## src/rtl/core/pip_pkg.sv

```systemverilog
// ============================================================================
// pip_pkg: shared types and constants for the point-in-polygon test
// Function codes, sequencer states and the edge unit request/response types.
// ============================================================================
package pip_pkg;

    localparam int unsigned COORD_W = 16;
    localparam int unsigned FUNC_W  = 2;
    localparam int unsigned PROD_W  = 2 * (COORD_W + 1);

    localparam logic [FUNC_W-1:0] FUNC_CLEAR  = 2'd0;
    localparam logic [FUNC_W-1:0] FUNC_APPEND = 2'd1;
    localparam logic [FUNC_W-1:0] FUNC_QUERY  = 2'd2;

    typedef enum logic [1:0] {
        ST_IDLE,
        ST_WALK,
        ST_DRAIN,
        ST_RESP
    } t_state;

    // One edge (a -> b) and the query point, handed to the edge unit.
    typedef struct packed {
        logic                      vld;
        logic signed [COORD_W-1:0] px;
        logic signed [COORD_W-1:0] py;
        logic signed [COORD_W-1:0] xa;
        logic signed [COORD_W-1:0] ya;
        logic signed [COORD_W-1:0] xb;
        logic signed [COORD_W-1:0] yb;
    } t_edge_req;

    typedef struct packed {
        logic busy;    // an edge is in the product stage
        logic toggle;  // that edge flips the inside flag
    } t_edge_rsp;

endpackage

```

## src/rtl/core/pip_ram.sv

```systemverilog
// ============================================================================
// pip_ram: generic single-port-write, single-port-read RAM
// One write and one registered read per cycle.
// ============================================================================
module pip_ram #(
    parameter int unsigned WIDTH = 32,
    parameter int unsigned DEPTH = 64
) (
    input  logic                     i_clk,
    input  logic                     i_we,
    input  logic [$clog2(DEPTH)-1:0] i_waddr,
    input  logic [WIDTH-1:0]         i_wdata,
    input  logic [$clog2(DEPTH)-1:0] i_raddr,
    output logic [WIDTH-1:0]         o_rdata
);

    logic [WIDTH-1:0] r_mem [DEPTH];
    logic [WIDTH-1:0] r_rdata;

    always_ff @(posedge i_clk) begin
        if (i_we) begin
            r_mem[i_waddr] <= i_wdata;
        end
        r_rdata <= r_mem[i_raddr];
    end

    assign o_rdata = r_rdata;

endmodule

```

## src/rtl/core/pip_edge.sv

```systemverilog
// ============================================================================
// pip_edge: shared edge crossing unit
// Straddle check and exact cross-multiplied left-of-edge test, one edge per
// cycle; the products are registered and compared from their registers.
// ============================================================================
module pip_edge (
    input  logic               i_clk,
    input  logic               i_rst_n,
    input  pip_pkg::t_edge_req i_req,
    output pip_pkg::t_edge_rsp o_rsp
);

    localparam int unsigned DW = pip_pkg::COORD_W + 1;

    logic signed [DW-1:0]              dxp;   // px - xb
    logic signed [DW-1:0]              dya;   // ya - yb
    logic signed [DW-1:0]              dxa;   // xa - xb
    logic signed [DW-1:0]              dyp;   // py - yb
    logic                              straddle;

    logic                              r_valid;
    logic                              r_straddle;
    logic                              r_dpos;
    logic signed [pip_pkg::PROD_W-1:0] r_lhs;
    logic signed [pip_pkg::PROD_W-1:0] r_rhs;
    logic                              left;

    always_comb begin
        dxp      = DW'(i_req.px) - DW'(i_req.xb);
        dya      = DW'(i_req.ya) - DW'(i_req.yb);
        dxa      = DW'(i_req.xa) - DW'(i_req.xb);
        dyp      = DW'(i_req.py) - DW'(i_req.yb);
        straddle = (i_req.yb > i_req.py) != (i_req.ya > i_req.py);
    end

    always_ff @(posedge i_clk) begin
        if (!i_rst_n) begin
            r_valid <= 1'b0;
        end else begin
            r_valid <= i_req.vld;
        end
    end

    always_ff @(posedge i_clk) begin
        r_straddle <= straddle;
        r_dpos     <= i_req.ya > i_req.yb;
        r_lhs      <= dxp * dya;
        r_rhs      <= dxa * dyp;
    end

    // sign of the divisor decides the direction of the compare
    assign left         = r_dpos ? (r_lhs < r_rhs) : (r_lhs > r_rhs);
    assign o_rsp.busy   = r_valid;
    assign o_rsp.toggle = r_valid & r_straddle & left;

endmodule

```

## src/rtl/core/point_in_polygon_test_top.sv

```systemverilog
// ============================================================================
// point_in_polygon_test_top: even-odd crossing-number point-in-polygon test
// Vertex store, edge-walk sequencer and result register around pip_edge.
// ============================================================================
// Usage:
//   Input stream (s_axis): tuser carries the function code (clear, append
//   vertex, test point); tdata carries coord_x in [15:0], coord_y in [31:16].
//   Output stream (m_axis): one result per request; tdata bit 0 is
//   inside_res, bit 1 is status (1 = vertex dropped, store full).
//   Clear and append: accept, then the response state loads the result.
//   A test point with n > 0 stored vertices reads n+1 vertices from the RAM,
//   one per cycle (last vertex first, then 0..n-1), and each edge passes the
//   shared edge unit (one product stage); the result is loaded once the walk
//   has drained. The single RAM read port and the one edge unit set the pace
//   of the walk.
//   The input is ready only in the idle state; one request is worked at a
//   time. The result sits in an output register; the next request is taken
//   while it waits, and only the load of a further result stalls on it.
//   Reset (synchronous, active low) empties the polygon and drops any
//   pending result. Vertex RAM contents are not cleared; only entries below
//   the vertex count are ever read.
// ============================================================================
module point_in_polygon_test_top #(
    parameter int unsigned MAX_VERTICES = 64
) (
    input  logic        i_clk,
    input  logic        i_rst_n,
    input  logic        i_s_axis_tvalid,
    output logic        o_s_axis_tready,
    input  logic [31:0] i_s_axis_tdata,   // coord_x [15:0], coord_y [31:16]
    input  logic [1:0]  i_s_axis_tuser,   // func [1:0]
    output logic        o_m_axis_tvalid,
    input  logic        i_m_axis_tready,
    output logic [7:0]  o_m_axis_tdata    // inside_res [0], status [1], zero
);

    localparam int unsigned AW = $clog2(MAX_VERTICES);
    localparam int unsigned CW = $clog2(MAX_VERTICES + 1);
    localparam int unsigned VW = 2 * pip_pkg::COORD_W;

    // sequencer state
    pip_pkg::t_state r_state, n_state;
    logic [CW-1:0]   r_count, n_count;
    logic [CW-1:0]   r_idx, n_idx;
    logic            r_rd_vld, n_rd_vld;
    logic            r_rd_first, n_rd_first;
    logic            r_inside, n_inside;
    logic            r_out_valid, n_out_valid;

    // payload registers
    logic signed [pip_pkg::COORD_W-1:0] r_px, n_px;
    logic signed [pip_pkg::COORD_W-1:0] r_py, n_py;
    logic signed [pip_pkg::COORD_W-1:0] r_prev_x, n_prev_x;
    logic signed [pip_pkg::COORD_W-1:0] r_prev_y, n_prev_y;
    logic                               r_res_inside, n_res_inside;
    logic                               r_res_status, n_res_status;
    logic                               r_out_inside, n_out_inside;
    logic                               r_out_status, n_out_status;

    logic                   accept;
    logic [pip_pkg::FUNC_W-1:0] func;
    logic                   ram_we;
    logic [AW-1:0]          ram_waddr;
    logic [AW-1:0]          ram_raddr;
    logic [CW-1:0]          rd_sel;
    logic [VW-1:0]          ram_rdata;
    logic                   out_free;
    pip_pkg::t_edge_req     edge_req;
    pip_pkg::t_edge_rsp     edge_rsp;

    assign o_s_axis_tready = (r_state == pip_pkg::ST_IDLE);
    assign accept          = i_s_axis_tvalid & o_s_axis_tready;
    assign func            = i_s_axis_tuser;
    assign out_free        = !r_out_valid || i_m_axis_tready;

    // append writes at the current fill position
    assign ram_we    = accept && (func == pip_pkg::FUNC_APPEND)
                       && (r_count != CW'(MAX_VERTICES));
    assign ram_waddr = r_count[AW-1:0];

    // walk order: last vertex first, then 0 .. n-1
    assign rd_sel    = (r_idx == '0) ? (r_count - CW'(1)) : (r_idx - CW'(1));
    assign ram_raddr = rd_sel[AW-1:0];

    pip_ram #(
        .WIDTH (VW),
        .DEPTH (MAX_VERTICES)
    ) u_vtx_ram (
        .i_clk   (i_clk),
        .i_we    (ram_we),
        .i_waddr (ram_waddr),
        .i_wdata (i_s_axis_tdata),
        .i_raddr (ram_raddr),
        .o_rdata (ram_rdata)
    );

    // edge a is the previously read vertex, edge b the one just read
    always_comb begin
        edge_req.vld = r_rd_vld && !r_rd_first;
        edge_req.px  = r_px;
        edge_req.py  = r_py;
        edge_req.xa  = r_prev_x;
        edge_req.ya  = r_prev_y;
        edge_req.xb  = ram_rdata[pip_pkg::COORD_W-1:0];
        edge_req.yb  = ram_rdata[VW-1:pip_pkg::COORD_W];
    end

    pip_edge u_edge (
        .i_clk   (i_clk),
        .i_rst_n (i_rst_n),
        .i_req   (edge_req),
        .o_rsp   (edge_rsp)
    );

    // next state and datapath control
    always_comb begin
        n_state      = r_state;
        n_count      = r_count;
        n_idx        = r_idx;
        n_rd_vld     = 1'b0;
        n_rd_first   = r_rd_first;
        n_inside     = r_inside ^ edge_rsp.toggle;
        n_px         = r_px;
        n_py         = r_py;
        n_prev_x     = r_prev_x;
        n_prev_y     = r_prev_y;
        n_res_inside = r_res_inside;
        n_res_status = r_res_status;
        n_out_inside = r_out_inside;
        n_out_status = r_out_status;
        n_out_valid  = r_out_valid && !i_m_axis_tready;

        if (r_rd_vld) begin
            n_prev_x = ram_rdata[pip_pkg::COORD_W-1:0];
            n_prev_y = ram_rdata[VW-1:pip_pkg::COORD_W];
        end

        case (r_state)
            pip_pkg::ST_IDLE: begin
                if (accept) begin
                    n_res_inside = 1'b0;
                    n_res_status = 1'b0;
                    n_state      = pip_pkg::ST_RESP;
                    case (func)
                        pip_pkg::FUNC_CLEAR: begin
                            n_count = '0;
                        end
                        pip_pkg::FUNC_APPEND: begin
                            if (r_count != CW'(MAX_VERTICES)) begin
                                n_count = r_count + CW'(1);
                            end else begin
                                n_res_status = 1'b1;
                            end
                        end
                        pip_pkg::FUNC_QUERY: begin
                            n_px     = i_s_axis_tdata[pip_pkg::COORD_W-1:0];
                            n_py     = i_s_axis_tdata[VW-1:pip_pkg::COORD_W];
                            n_idx    = '0;
                            n_inside = 1'b0;
                            if (r_count != '0) begin
                                n_state = pip_pkg::ST_WALK;
                            end
                        end
                        default: begin
                            // unused code: no state change, zero result
                        end
                    endcase
                end
            end
            pip_pkg::ST_WALK: begin
                n_rd_vld   = 1'b1;
                n_rd_first = (r_idx == '0);
                n_idx      = r_idx + CW'(1);
                if (r_idx == r_count) begin
                    n_state = pip_pkg::ST_DRAIN;
                end
            end
            pip_pkg::ST_DRAIN: begin
                // wait for the last read and last edge product to retire
                if (!r_rd_vld && !edge_rsp.busy) begin
                    n_res_inside = r_inside;
                    n_state      = pip_pkg::ST_RESP;
                end
            end
            pip_pkg::ST_RESP: begin
                if (out_free) begin
                    n_out_valid  = 1'b1;
                    n_out_inside = r_res_inside;
                    n_out_status = r_res_status;
                    n_state      = pip_pkg::ST_IDLE;
                end
            end
            default: begin
                n_state = pip_pkg::ST_IDLE;
            end
        endcase
    end

    always_ff @(posedge i_clk) begin
        if (!i_rst_n) begin
            r_state     <= pip_pkg::ST_IDLE;
            r_count     <= '0;
            r_idx       <= '0;
            r_rd_vld    <= 1'b0;
            r_rd_first  <= 1'b0;
            r_inside    <= 1'b0;
            r_out_valid <= 1'b0;
        end else begin
            r_state     <= n_state;
            r_count     <= n_count;
            r_idx       <= n_idx;
            r_rd_vld    <= n_rd_vld;
            r_rd_first  <= n_rd_first;
            r_inside    <= n_inside;
            r_out_valid <= n_out_valid;
        end
    end

    always_ff @(posedge i_clk) begin
        r_px         <= n_px;
        r_py         <= n_py;
        r_prev_x     <= n_prev_x;
        r_prev_y     <= n_prev_y;
        r_res_inside <= n_res_inside;
        r_res_status <= n_res_status;
        r_out_inside <= n_out_inside;
        r_out_status <= n_out_status;
    end

    assign o_m_axis_tvalid = r_out_valid;
    assign o_m_axis_tdata  = {6'd0, r_out_status, r_out_inside};

endmodule

```

## config.mk

```make
export PLATFORM = sky130hd
export DESIGN_NAME = point_in_polygon_test_top
export DESIGN_NICKNAME = d
export VERILOG_FILES = /design/src/rtl/core/pip_pkg.sv /design/src/rtl/core/pip_ram.sv /design/src/rtl/core/pip_edge.sv /design/src/rtl/core/point_in_polygon_test_top.sv
export SDC_FILE = /design/constraint.sdc
export NUM_CORES = 2
export LEC_CHECK = 0
export BUFFER_PORTS_ARGS = -buffer_cell sky130_fd_sc_hd__buf_4
export CAP_MARGIN = 40
export CORE_UTILIZATION = 55
export CTS_CLUSTER_SIZE = 14
export DETAILED_ROUTE_END_ITERATION = 16
export PLACE_DENSITY_LB_ADDON = 0.25
export SKIP_LAST_GASP = 1
export SLEW_MARGIN = 20
export SYNTH_ARGS = -nofsm -noshare
export SYNTH_HDL_FRONTEND = slang
export SYNTH_SLANG_ARGS = --single-unit
```

## constraint.sdc

```tcl
create_clock -name i_clk -period 21.9 [get_ports i_clk]
set_input_delay 6.57 -clock i_clk [delete_from_list [all_inputs] [get_ports i_clk]]
set_output_delay 6.57 -clock i_clk [all_outputs]
set_load 0.02 [all_outputs]
```

==> summary.md <==
| Metric | Value |
|---|---|
| Status | completed |
| PostCTS Resize Cnt | 0 |
| Fin. Hold Viols | 0 |
| DR WL/cell | 29.5 µm |
| Worst Path Max Fanout | 12 |
| H-Tree Depth | 4 |
| Post-synth EDFFs | 2,116 |
| Period minus WS final | 8.94 ns |
| Worst Min Path Start | u_vtx_ram.o_rdata[7]$_DFF_P_ |
| # rows | 163 |
| Final Cycle Share | 40.8% |
| Mean Syn Cell Area | 16.5 µm² |
| Fillers | 13,817 |
| PortBufs | 41 |
| Total wire length | 286 mm |
| Num ports | 48 |
| DRC Markers | 0 |
| RR Startpoint | r_prev_x[0]$_DFFE_PP_ |
| GRT Total Usage | 29.1% |
| Setup ws final | 12.96 ns |
| CTS Hold Bufs | 0 |
| WP data required | 22.62 ns |
| RSZ-0062 raised after global routing | no |
| Slew Viols, Final | 0 |
| Crit. End Element | flip-flop |
| Post-Synthesis Cells | 6,612 |
| GP Congestion | 0.925 |
| Bufs on Longest Clock Path | 3 |
| Pre-antenna DRT Iters | 6 |
| Crit-path most repeated cell | fa_1 |
| Synth top area share | 58.3% |
| Reg area | 66,000 µm² |
| Worst Hold Path Cells | 0 |
| Number of global-route vias before repair | 61,377 |
| TritonCTS clock tree | done |
| Placed wire-length estimate | 192 mm |
| Share of post-route cells with drive strength above 1 | 18.1% |
| Initial antenna violation count | 13 |
| Area contributors post-synth | edfxtp_1 (58%), mux4_2 (12%), fa_1 (11%) |
| Global-route wire length before repair | 415 mm |
| Max-Cap Viols | 0 |
| Top delay family on crit path | adder cells |
| Post-DRT Antenna Nets | 0 |
| Post-Syn Area | 109,000 µm² |
| Fmax achieved | 112 MHz |
| Area leader, netlist | edfxtp_1 |
| Post-synthesis sequential area ratio | 60.5% |
| Crit path max-delay cell type | fa_1 |
| Clock slew at reported path FFs | 0.06 ns |
| Multi-input logic area | 39,800 µm² |
| CTS buffer count | 214 |
| Initial Util | 55.3% |
| Worst-margin pin slew | 1.05 ns |
| Worst reg2reg path depth | 30 |
| Place WS | 12.43 ns |
| Hold crit path type | reg2reg |
| Ys flop type | edfxtp_1 |
| Largest net degree at the start of global routing | 127 |
| Critical Path Start Type | flip-flop |
| Vias | 59,895 |
| Hold EP | r_prev_x[7]$_DFFE_PP_ |
| Worst Path Buf+Inv | 6 |
| Core Area | 197,000 µm² |
| Skew-Pair Late Insertion Delay | 0.89 ns |
| Setup TNS Final | 0 ns |
| Final #Nets | 7,781 |
| Max_slew headroom | 30.1% |
| # Post-CTS Setup Buffers | 0 |
| CP Class | reg2reg |
| Most common cell in the netlist | edfxtp_1 |
| FF+latch count, synth | 2,239 |
| Ys async rst share | 0% |
| Iter 0 DRT Violations | 7,193 |
| Die width | 447 µm |
| GRT overflow | 0 |
| Worst path max stage delay | 0.53 ns |
| Worst Clk Skew | 0.0957 ns |
| WP data arrival | 9.66 ns |
| Reg2reg setup slack | 12.96 ns |
| Top post-synthesis cells by count | edfxtp_1 (2,116), inv_1 (719), fa_1 (596), mux4_2 (576), nand2_1 (482) |
| Endpoints failing setup | 0 |
| # clock sinks | 2,239 |
| Die Height | 447 µm |
| Ys Warns | 0 |
| Vias per cell | 6.19 |
| Area growth from synthesis to layout | 12.8% |
| Unique masters post-synth | 68 |
| Die area | 200,000 µm² |
| CTS Root Cell | clkbuf_16 |
| RR Endpoint | u_edge.r_rhs[32]$_DFF_P_ |
[cells by family after synthesis]
| logic type | synth area share, % |
|---|---|
| buffers and inverters | 3.52 |
| other | 0.00344 |
| AOI/OAI and AO/OA | 2.72 |
| muxes | 12.6 |
| xor gates and xnor gates | 1.26 |
| and+or+nand+nor | 5.10 |
| adders and majority gates | 14.3 |
| DFF | 60.5 |
[how the worst max path moves through the flow]
stage,from,slack (ns),cells past startpoint,to
after floorplan,i_s_axis_tvalid,12.74,6,u_vtx_ram.r_mem[62][0]$_DFFE_PP_
after global placement,i_s_axis_tvalid,12.15,7,u_vtx_ram.r_mem[52][4]$_DFFE_PP_
after detailed placement,i_s_axis_tvalid,12.43,9,u_vtx_ram.r_mem[24][6]$_DFFE_PP_
after CTS,r_prev_x[0]$_DFFE_PP_,12.93,30,u_edge.r_rhs[32]$_DFF_P_
after global routing,r_prev_x[0]$_DFFE_PP_,12.40,31,u_edge.r_rhs[32]$_DFF_P_
final,r_prev_x[0]$_DFFE_PP_,12.96,30,u_edge.r_rhs[32]$_DFF_P_
[cell usage in the layout, fill, tap and decap left out, types with 102 or more instances in the layout]
cell type / instances
nand3_1: 124
mux4_2: 576
inv_1: 719
fa_1: 596
edfxtp_1: 2116
nor2_1: 309
buf_4: 151
a21oi_1: 109
clkbuf_16: 214
ha_1: 292
nand2_1: 482
xnor2_1: 102
dfxtp_1: 123
[flip-flops by register name, indices dropped and copies added, names as in the netlist]
signal             flops
r_res_inside           1
r_out_status           1
r_out_inside           1
r_prev_x              16
r_inside               1
u_edge.r_lhs          34
u_edge.r_dpos          1
r_idx                  7
u_edge.r_valid         1
r_rd_first             1
r_res_status           1
r_state                2
u_vtx_ram.r_mem     2048
u_edge.r_rhs          34
r_prev_y              16
r_py                  16
o_m_axis_tvalid        1
r_px                  16
u_vtx_ram.o_rdata     32
r_rd_vld               1
u_edge.r_straddle      1
r_count                7
[layer usage]
layer  global-route usage, %  part of all wire [%]  vias to the layer above
li1                        -                     -                    24860
met1                    39.1                    37                    31216
met2                    45.9                    48                     3247
met3                    5.81                   9.4                      564
met4                    14.1                   5.6                        8
met5                       0                 0.024                        -
[layout make-up]
| cell class | count | share of cell area [%] |
|---|---|---|
| well taps | 2640 | 2.69 |
| flip-flops and latches | 2239 | 53.7 |
| multi-input cells | 3407 | 32.4 |
| clock buffers | 264 | 4.52 |
| repair buffers | 273 | 3.15 |
| inverters | 719 | 2.19 |
| clock inverters | 136 | 1.38 |
| diodes | 4 | 0.00814 |
[worst reg2reg max path, delay by kind of cell, from the launching register on]
family / cells / cell delay, ns
fa+ha+maj: 9 / 3.91
compound gates: 12 / 3.57
xor+xnor: 2 / 0.45
flops: 1 / 0.36
buf+inv: 6 / 0.31
simple gates: 1 / 0.29
[per-stage QoR]
step	hold slack, ns	cells	util [%]	instance area, µm²
3_5_place_dp	0.417	9251	58.4	115000
5_1_grt	0.441	9678	62.4	123000
6_report	0.433	9682	62.4	123000
2_1_floorplan	0.391	6617	-	109000
3_3_place_gp	0.414	9144	57.3	113000
4_1_cts	0.431	9651	62.1	122000
Power is not shown: default switching activity piles up to over one toggle a cycle in this logic, so the estimate is an artifact.
